[config.mk]
export PLATFORM = sky130hd
export DESIGN_NAME = integer_to_padded_ascii
export DESIGN_NICKNAME = d
export VERILOG_FILES = /design/src/rtl/core/i2a_pkg.sv /design/src/rtl/core/i2a_ctrl.sv /design/src/rtl/core/i2a_dp.sv /design/src/rtl/core/integer_to_padded_ascii.sv
export SDC_FILE = /design/constraint.sdc
export NUM_CORES = 2
export LEC_CHECK = 0
export BUFFER_PORTS_ARGS = -buffer_cell sky130_fd_sc_hd__buf_2
export CORE_ASPECT_RATIO = 2
export CORE_MARGIN = 5
export CORE_UTILIZATION = 30
export CTS_CLUSTER_DIAMETER = 50
export DETAILED_ROUTE_END_ITERATION = 16
export PLACE_DENSITY = 0.41
export RECOVER_POWER = 25
export SYNTH_ARGS = -nofsm -noshare
export SYNTH_HDL_FRONTEND = slang
export SYNTH_SLANG_ARGS = --single-unit
[constraint.sdc]
create_clock -name clk -period 21.1 [get_ports clk]
set_input_delay 1.055 -clock clk [delete_from_list [all_inputs] [get_ports clk]]
set_output_delay 1.055 -clock clk [all_outputs]
set_load 0.02 [all_outputs]
[src/rtl/core/i2a_pkg.sv]
// Shared types and codes of the integer to padded ASCII formatter.
`timescale 1ns / 1ps
package i2a_pkg;
	localparam int VALUE_BITS = 32;
	localparam int MAX_FIELD = 63;
	localparam int DIGITS = 32;

	localparam logic [2:0] OP_BIN = 3'd0;
	localparam logic [2:0] OP_OCT = 3'd1;
	localparam logic [2:0] OP_SDEC = 3'd2;
	localparam logic [2:0] OP_UDEC = 3'd3;
	localparam logic [2:0] OP_LHEX = 3'd4;
	localparam logic [2:0] OP_UHEX = 3'd5;

	localparam logic [1:0] BASE_BIN = 2'd0;
	localparam logic [1:0] BASE_OCT = 2'd1;
	localparam logic [1:0] BASE_DEC = 2'd2;
	localparam logic [1:0] BASE_HEX = 2'd3;

	typedef struct packed {
		logic load;
		logic mul;
		logic div;
		logic emit;
	} i2a_cmd_t;

	typedef struct packed {
		logic dec_in;
		logic dec_q;
		logic div_done;
		logic last_taken;
	} i2a_sts_t;
endpackage

[src/rtl/core/i2a_ctrl.sv]
// Controller state machine of the formatter: load, digit division, emit.
`timescale 1ns / 1ps
module i2a_ctrl
	import i2a_pkg::*;
(
	input  logic     clk,
	input  logic     arst_n,
	input  logic     in_valid,
	output logic     in_ready,
	input  i2a_sts_t sts,
	output i2a_cmd_t cmd
);
	localparam logic [1:0] S_IDLE = 2'd0;
	localparam logic [1:0] S_MUL = 2'd1;
	localparam logic [1:0] S_DIV = 2'd2;
	localparam logic [1:0] S_EMIT = 2'd3;

	logic [1:0] state_q;
	logic [1:0] state_d;

	assign in_ready = (state_q == S_IDLE);

	always_comb begin
		state_d = state_q;
		cmd = '0;
		unique case (state_q)
			S_IDLE: begin
				if (in_valid) begin
					cmd.load = 1'b1;
					state_d = sts.dec_in ? S_MUL : S_DIV;
				end
			end
			S_MUL: begin
				cmd.mul = 1'b1;
				state_d = S_DIV;
			end
			S_DIV: begin
				cmd.div = 1'b1;
				if (sts.div_done) begin
					state_d = S_EMIT;
				end else begin
					state_d = sts.dec_q ? S_MUL : S_DIV;
				end
			end
			S_EMIT: begin
				cmd.emit = 1'b1;
				if (sts.last_taken) begin
					state_d = S_IDLE;
				end
			end
			default: begin
				state_d = S_IDLE;
			end
		endcase
	end

	always_ff @(posedge clk or negedge arst_n) begin
		if (!arst_n) begin
			state_q <= S_IDLE;
		end else begin
			state_q <= state_d;
		end
	end
endmodule

[src/rtl/core/i2a_dp.sv]
// Datapath of the formatter: digit division, digit store, character pipeline.
`timescale 1ns / 1ps
module i2a_dp
	import i2a_pkg::*;
(
	input  logic                  clk,
	input  logic                  arst_n,
	input  i2a_cmd_t              cmd,
	output i2a_sts_t              sts,
	input  logic [VALUE_BITS-1:0] value,
	input  logic [2:0]            opcode,
	input  logic [5:0]            field_width,
	input  logic                  left_adjust,
	input  logic                  zero_pad,
	output logic                  out_valid,
	input  logic                  out_ready,
	output logic [7:0]            char_code,
	output logic                  last
);
	localparam logic [31:0] DEC_RECIP = 32'hCCCCCCCD;
	localparam int DEC_SHIFT = 35;
	localparam logic [1:0] K_SPACE = 2'd0;
	localparam logic [1:0] K_ZERO = 2'd1;
	localparam logic [1:0] K_MINUS = 2'd2;
	localparam logic [1:0] K_DIGIT = 2'd3;

	logic [3:0]            mem [DIGITS];
	logic [VALUE_BITS-1:0] q_q;
	logic [63:0]           prod_q;
	logic [5:0]            nd_q;
	logic [1:0]            base_q;
	logic                  neg_q;
	logic                  upper_q;
	logic [5:0]            width_q;
	logic                  ladj_q;
	logic                  zpad_q;
	logic [5:0]            pos_q;
	logic                  valid_s1;
	logic [1:0]            kind_s1;
	logic                  last_s1;
	logic [3:0]            rd_data_s1;
	logic                  out_valid_q;
	logic [7:0]            out_char_q;
	logic                  out_last_q;

	logic [1:0]            base_in;
	logic                  neg_in;
	logic [VALUE_BITS-1:0] quot;
	logic [VALUE_BITS-1:0] dec_quot;
	logic [VALUE_BITS-1:0] dec_rem;
	logic [3:0]            digit;
	logic [5:0]            len;
	logic [5:0]            total;
	logic [5:0]            pad;
	logic [5:0]            rd_pos;
	logic [1:0]            kind;
	logic                  advance;
	logic                  issue;
	logic [7:0]            char_d;

	always_comb begin
		unique case (opcode) inside
			OP_BIN: base_in = BASE_BIN;
			OP_OCT: base_in = BASE_OCT;
			OP_LHEX, OP_UHEX: base_in = BASE_HEX;
			default: base_in = BASE_DEC;
		endcase
	end
	assign neg_in = (opcode == OP_SDEC) && value[VALUE_BITS-1];

	assign dec_quot = {3'b000, prod_q[63:DEC_SHIFT]};
	assign dec_rem = q_q - ((dec_quot << 3) + (dec_quot << 1));

	always_comb begin
		unique case (base_q)
			BASE_BIN: begin
				quot = q_q >> 1;
				digit = {3'b000, q_q[0]};
			end
			BASE_OCT: begin
				quot = q_q >> 3;
				digit = {1'b0, q_q[2:0]};
			end
			BASE_HEX: begin
				quot = q_q >> 4;
				digit = q_q[3:0];
			end
			default: begin
				quot = dec_quot;
				digit = dec_rem[3:0];
			end
		endcase
	end

	assign sts.dec_in = (base_in == BASE_DEC);
	assign sts.dec_q = (base_q == BASE_DEC);
	assign sts.div_done = (quot == '0) || (nd_q == 6'(DIGITS - 1));
	assign sts.last_taken = out_valid_q && out_ready && out_last_q;

	assign len = nd_q + {5'd0, neg_q};
	assign total = (width_q > len) ? width_q : len;
	assign pad = total - len;

	always_comb begin
		rd_pos = total - 6'd1 - pos_q;
		if (ladj_q) begin
			rd_pos = len - 6'd1 - pos_q;
			if (neg_q && pos_q == 6'd0) begin
				kind = K_MINUS;
			end else if (pos_q < len) begin
				kind = K_DIGIT;
			end else begin
				kind = K_SPACE;
			end
		end else if (zpad_q) begin
			if (neg_q && pos_q == 6'd0) begin
				kind = K_MINUS;
			end else if (pos_q < pad + {5'd0, neg_q}) begin
				kind = K_ZERO;
			end else begin
				kind = K_DIGIT;
			end
		end else begin
			if (pos_q < pad) begin
				kind = K_SPACE;
			end else if (neg_q && pos_q == pad) begin
				kind = K_MINUS;
			end else begin
				kind = K_DIGIT;
			end
		end
	end

	assign advance = !out_valid_q || out_ready;
	assign issue = cmd.emit && advance && (pos_q != total);

	always_comb begin
		case (kind_s1)
			K_SPACE: char_d = 8'h20;
			K_ZERO: char_d = 8'h30;
			K_MINUS: char_d = 8'h2D;
			default: begin
				if (rd_data_s1 <= 4'd9) begin
					char_d = 8'h30 + {4'd0, rd_data_s1};
				end else begin
					char_d = (upper_q ? 8'h41 : 8'h61) + {4'd0, rd_data_s1} - 8'd10;
				end
			end
		endcase
	end

	always_ff @(posedge clk) begin
		if (cmd.div) begin
			mem[nd_q[4:0]] <= digit;
		end
		if (issue) begin
			rd_data_s1 <= mem[rd_pos[4:0]];
		end
	end

	always_ff @(posedge clk) begin
		if (cmd.load) begin
			base_q <= base_in;
			neg_q <= neg_in;
			upper_q <= (opcode == OP_UHEX);
			width_q <= field_width;
			ladj_q <= left_adjust;
			zpad_q <= zero_pad;
		end
		if (cmd.mul) begin
			prod_q <= {32'd0, q_q} * {32'd0, DEC_RECIP};
		end
		if (issue) begin
			kind_s1 <= kind;
			last_s1 <= (pos_q == total - 6'd1);
		end
		if (advance && valid_s1) begin
			out_char_q <= char_d;
			out_last_q <= last_s1;
		end
	end

	always_ff @(posedge clk or negedge arst_n) begin
		if (!arst_n) begin
			q_q <= '0;
			nd_q <= '0;
			pos_q <= '0;
			valid_s1 <= 1'b0;
			out_valid_q <= 1'b0;
		end else begin
			if (cmd.load) begin
				q_q <= neg_in ? (~value + 1'b1) : value;
				nd_q <= '0;
				pos_q <= '0;
			end
			if (cmd.div) begin
				q_q <= quot;
				nd_q <= nd_q + 6'd1;
			end
			if (issue) begin
				pos_q <= pos_q + 6'd1;
			end
			if (advance) begin
				valid_s1 <= issue;
				out_valid_q <= valid_s1;
			end
		end
	end

	assign out_valid = out_valid_q;
	assign char_code = out_char_q;
	assign last = out_last_q;

	a_pos_bound: assert property (@(posedge clk) disable iff (!arst_n)
		cmd.emit |-> pos_q <= total)
		else $error("emit position ran past the field length");
	a_digit_bound: assert property (@(posedge clk) disable iff (!arst_n)
		cmd.div |-> nd_q < 6'(DIGITS))
		else $error("digit store overflow");
	a_last_alone: assert property (@(posedge clk) disable iff (!arst_n)
		(out_valid_q && out_last_q) |-> !valid_s1)
		else $error("character queued behind the last one");
	a_issue_emit: assert property (@(posedge clk) disable iff (!arst_n)
		issue |=> valid_s1)
		else $error("issued position lost in the read stage");
endmodule

[src/rtl/core/integer_to_padded_ascii.sv]
// Top level of the integer to padded ASCII formatter.
// Usage:
//   Input channel (in_valid/in_ready) takes one request: a 32-bit value, a
//   conversion opcode, a field width, left_adjust and zero_pad flags.
//   Output channel (out_valid/out_ready) returns the field one character at a
//   time, most significant first, with last set on the final character.
//   in_ready is high only while no request is in work.
//   Steps per request: one load, then one division step per digit for binary,
//   octal and hex, a reciprocal multiply and then a remainder step per digit
//   for decimal, then one character per cycle while the receiver is ready,
//   through a two-stage read pipeline on the digit store.
//   When the receiver stalls, the output register holds its character and
//   the read pipeline freezes; no character is lost or repeated.
//   Reset clears the controller, the output valid and the digit counters;
//   the digit store is not cleared and needs no clearing pass.
`timescale 1ns / 1ps
module integer_to_padded_ascii
	import i2a_pkg::*;
(
	input  logic                  clk,
	input  logic                  arst_n,
	input  logic                  in_valid,
	output logic                  in_ready,
	input  logic [VALUE_BITS-1:0] value,
	input  logic [2:0]            opcode,
	input  logic [5:0]            field_width,
	input  logic                  left_adjust,
	input  logic                  zero_pad,
	output logic                  out_valid,
	input  logic                  out_ready,
	output logic [7:0]            char_code,
	output logic                  last
);
	i2a_cmd_t cmd;
	i2a_sts_t sts;

	i2a_ctrl u_ctrl (
		.clk      (clk),
		.arst_n   (arst_n),
		.in_valid (in_valid),
		.in_ready (in_ready),
		.sts      (sts),
		.cmd      (cmd)
	);

	i2a_dp u_dp (
		.clk         (clk),
		.arst_n      (arst_n),
		.cmd         (cmd),
		.sts         (sts),
		.value       (value),
		.opcode      (opcode),
		.field_width (field_width),
		.left_adjust (left_adjust),
		.zero_pad    (zero_pad),
		.out_valid   (out_valid),
		.out_ready   (out_ready),
		.char_code   (char_code),
		.last        (last)
	);
endmodule

==> impl_metrics.py <==
metrics = {
    "status": {
        "status": "finished, violations left",
        "violations": "max-capacitance violations, max-slew violations",
    },
    "clock_tree": {
        "ctsLongestPathBuffers": 3,
        "cts_resized": 0,
        "insertion_delay_ps": 550,
        "clkSinkCount": 232,
        "cts-root-buf": "sky130_fd_sc_hd__clkbuf_16",
        "cts_max_level": 1,
        "post-cts-setup-buffer-count": 0,
        "cts_tree": "yes",
        "clk_transition_reported_paths_ps": 60,
        "cts_hold_repair.buffers": 0,
        "tritoncts.num_buffers": 27,
    },
    "yosys": {
        "synth_flop_cell": "sky130_fd_sc_hd__edfxtp_1",
        "synth_edf_count": 184,
        "synth-warning-count": 0,
        "synth.avg_cell_area_um2": 11.1,
        "synth-seq-area-share_pct": 23.4,
        "synth_seq_cells": 232,
        "synthesis.nets": 3420,
        "netlist_area_mm2": 0.0288,
        "synth_async_sr_flop_share_pct": 20.7,
        "netlist_instances": 2583,
        "synthDistinctLibCells": 70,
    },
    "routing": {
        "via_density": 5.04,
        "drt-total-wl_um": 112000,
        "wl_per_cell_um": 28.8,
        "drt_drc_violations_left": 0,
        "final_antenna_net_count": 0,
        "iteration_0_drc_markers": 1057,
        "drt_first_pass_iters": 5,
        "routed-via-count": 19500,
    },
    "layout": {
        "n_antenna_cell": 0,
        "final_util_pct": 33.0,
        "final_net_count": 3482,
        "layout.cells.most_common": "sky130_fd_sc_hd__inv_1",
        "area.growth.synth_to_final_pct": 9.20,
        "final_cell_mix": "sky130_fd_sc_hd__inv_1 (569), sky130_fd_sc_hd__ha_1 (401), sky130_fd_sc_hd__fa_1 (389)",
        "layout_cell_share_with_drive_strength_beyond_1_pct": 7.62,
    },
    "floorplanning": {
        "boundaryPins": 58,
        "dieArea_mm2": 0.103,
        "rows": 160,
        "die_h_um": 448,
        "floorplan.initialDensity_pct": 30.2,
        "core_area_mm2": 0.0951,
        "die_w_um": 229,
    },
    "global_route": {
        "grt_antenna_before_repair": 0,
        "first_global_vias": 22500,
        "grt_max_degree": 49,
        "globalRoute.totalOverflow": 0,
        "grt_pass1_wl_um": 159000,
        "grt_util_all_layers_pct": 21.7,
    },
    "sta": {
        "final_hold_violation_count": 0,
        "timing.final.crit_period_ps": 9480,
        "pin_slew_with_the_least_headroom_to_its_limit_ps": 2930,
        "ratio_of_final_minimum_period_to_clock_period_pct": 44.9,
        "finalClockSkew_ps": 15.1,
        "setup_viol": 0,
        "timing.slew.headroom_pct": -95.5,
        "timing.final.max_slew_violations": 118,
        "timing.fmax_mhz": 105,
        "fin_tns_setup_ps": 0,
        "grt_setup_unrepaired": "false",
    },
    "critical_path": {
        "critical_path_arrival_ps": 9750,
        "worst_ep_required_time_ps": 21370,
        "critPathKind": "register to register",
        "crit_fanout": 11,
        "worstSetupStartpointType": "register",
        "end_kind": "register",
    },
    "placement": {
        "place_hpwl_um": 98400,
        "gpl.final_weighted_congestion": 1.01,
        "placement.io_buffers": 56,
    },
    "flow_run": {
        "max_cap_viol_count": 3,
    },
    "worst_hold_path": {
        "hold_path_class": "register to register",
    },
}
## registers in the layout, indices dropped and copies added, names as in the netlist
name,cells
u_dp.last,1
u_dp.pos_q,6
u_dp.rd_data_s1,4
u_dp.mem,128
u_dp.kind_s1,2
u_dp.ladj_q,1
u_dp.nd_q,6
u_dp.prod_q,29
u_dp.q_q,32
u_dp.upper_q,1
u_dp.width_q,6
u_dp.char_code,7
u_dp.zpad_q,1
u_dp.valid_s1,1
u_dp.neg_q,1
u_ctrl.state_q,2
u_dp.base_q,2
u_dp.out_valid,1
u_dp.last_s1,1
## through the flow
stage,hold WS [ps],cell area (um2),setup WS (ps),std cells
floorplan,400,28800,14050,2583
CTS,444,31400,11700,3879
detailed placement,429,30600,11750,3831
finish,440,31400,11620,3879
global route,466,31400,11470,3879
global placement,409,30600,11670,3831
## cell usage after synthesis, types with 14 or more instances
cell type / count / area (um2)
sky130_fd_sc_hd__inv_1: 569 / 2140
sky130_fd_sc_hd__ha_1: 401 / 5020
sky130_fd_sc_hd__fa_1: 389 / 7790
sky130_fd_sc_hd__edfxtp_1: 184 / 5530
sky130_fd_sc_hd__nand2_1: 100 / 375
sky130_fd_sc_hd__o21ai_0: 97 / 485
sky130_fd_sc_hd__a21oi_1: 94 / 470
sky130_fd_sc_hd__nor2_1: 86 / 323
sky130_fd_sc_hd__xnor2_1: 80 / 701
sky130_fd_sc_hd__xor2_1: 62 / 543
sky130_fd_sc_hd__mux4_2: 60 / 1350
sky130_fd_sc_hd__clkbuf_1: 48 / 180
sky130_fd_sc_hd__dfrtp_1: 48 / 1200
sky130_fd_sc_hd__a21o_1: 41 / 308
sky130_fd_sc_hd__nand3_1: 29 / 145
sky130_fd_sc_hd__a22oi_1: 24 / 180
sky130_fd_sc_hd__nand4_1: 18 / 113
sky130_fd_sc_hd__nor3_1: 18 / 90.1
sky130_fd_sc_hd__mux2i_1: 16 / 160
sky130_fd_sc_hd__nor2b_1: 15 / 93.8
sky130_fd_sc_hd__mux2_2: 14 / 158
## worst paths after layout
path                                    from  depth (start not counted)              end  slack [ps]
worst min register to register  u_dp.last_s1                          0        u_dp.last         440
max in group asynchronous             arst_n                          2     u_dp.q_q[29]       17880
worst max register to register   u_dp.q_q[4]                         23  u_dp.prod_q[51]       11620
worst max-delay path             u_dp.q_q[4]                         23  u_dp.prod_q[51]       11620
worst min-delay path            u_dp.last_s1                          0        u_dp.last         440
min in group asynchronous             arst_n                          2      u_dp.q_q[8]        1560
## worst max-delay path, stage by stage (launching register included)
cell and delay [ps]:
sky130_fd_sc_hd__dfrtp_1 800, sky130_fd_sc_hd__ha_1 450, sky130_fd_sc_hd__xor2_1 120, sky130_fd_sc_hd__ha_1 210
sky130_fd_sc_hd__a21o_1 170, sky130_fd_sc_hd__fa_1 730, sky130_fd_sc_hd__inv_1 110, sky130_fd_sc_hd__fa_1 510
sky130_fd_sc_hd__inv_1 50, sky130_fd_sc_hd__fa_1 650, sky130_fd_sc_hd__fa_1 470, sky130_fd_sc_hd__fa_1 540
sky130_fd_sc_hd__fa_1 430, sky130_fd_sc_hd__ha_1 430, sky130_fd_sc_hd__nand2_1 80, sky130_fd_sc_hd__nor3_1 470
sky130_fd_sc_hd__nand3_1 190, sky130_fd_sc_hd__a211oi_1 560, sky130_fd_sc_hd__nor3_1 170, sky130_fd_sc_hd__buf_4 240
sky130_fd_sc_hd__o21ai_0 930, sky130_fd_sc_hd__a21boi_0 450, sky130_fd_sc_hd__o2111ai_1 300, sky130_fd_sc_hd__nand4b_1 150
## cell type report
class                           instances  area, um2
Clock buffer                           35        706
Sequential cell                       232       6730
Tap cell                             1215       1520
Fill cell                            9580      63700
Inverter                              570       2140
Clock inverter                         13       83.8
Multi-Input combinational cell       1728      19800
Timing Repair Buffer                   86        479
## kinds of logic after synthesis
family / Yosys count / share of synthesized area, %
DFF: 232 / 23.4
AOI/OAI and AO/OA: 361 / 7.91
other: 1 / 0.0130
and+or+nand+nor: 344 / 5.89
buffers and inverters: 623 / 8.15
muxes: 90 / 5.80
xor gates and xnor gates: 142 / 4.32
adders and majority gates: 790 / 44.5
## per-layer routing
metal  vias to the layer above  GRT usage, %  routed length [um]
met3                       309          1.88                2600
li1                       8744             -                   -
met5                         -             0                   0
met2                       479          44.4               64800
met4                         0          22.4               15200
met1                     10000          16.4               29100
Power is left out: the tool's default activity adds up to more than one toggle a clock period on the data nets, which glitch-free logic cannot reach.
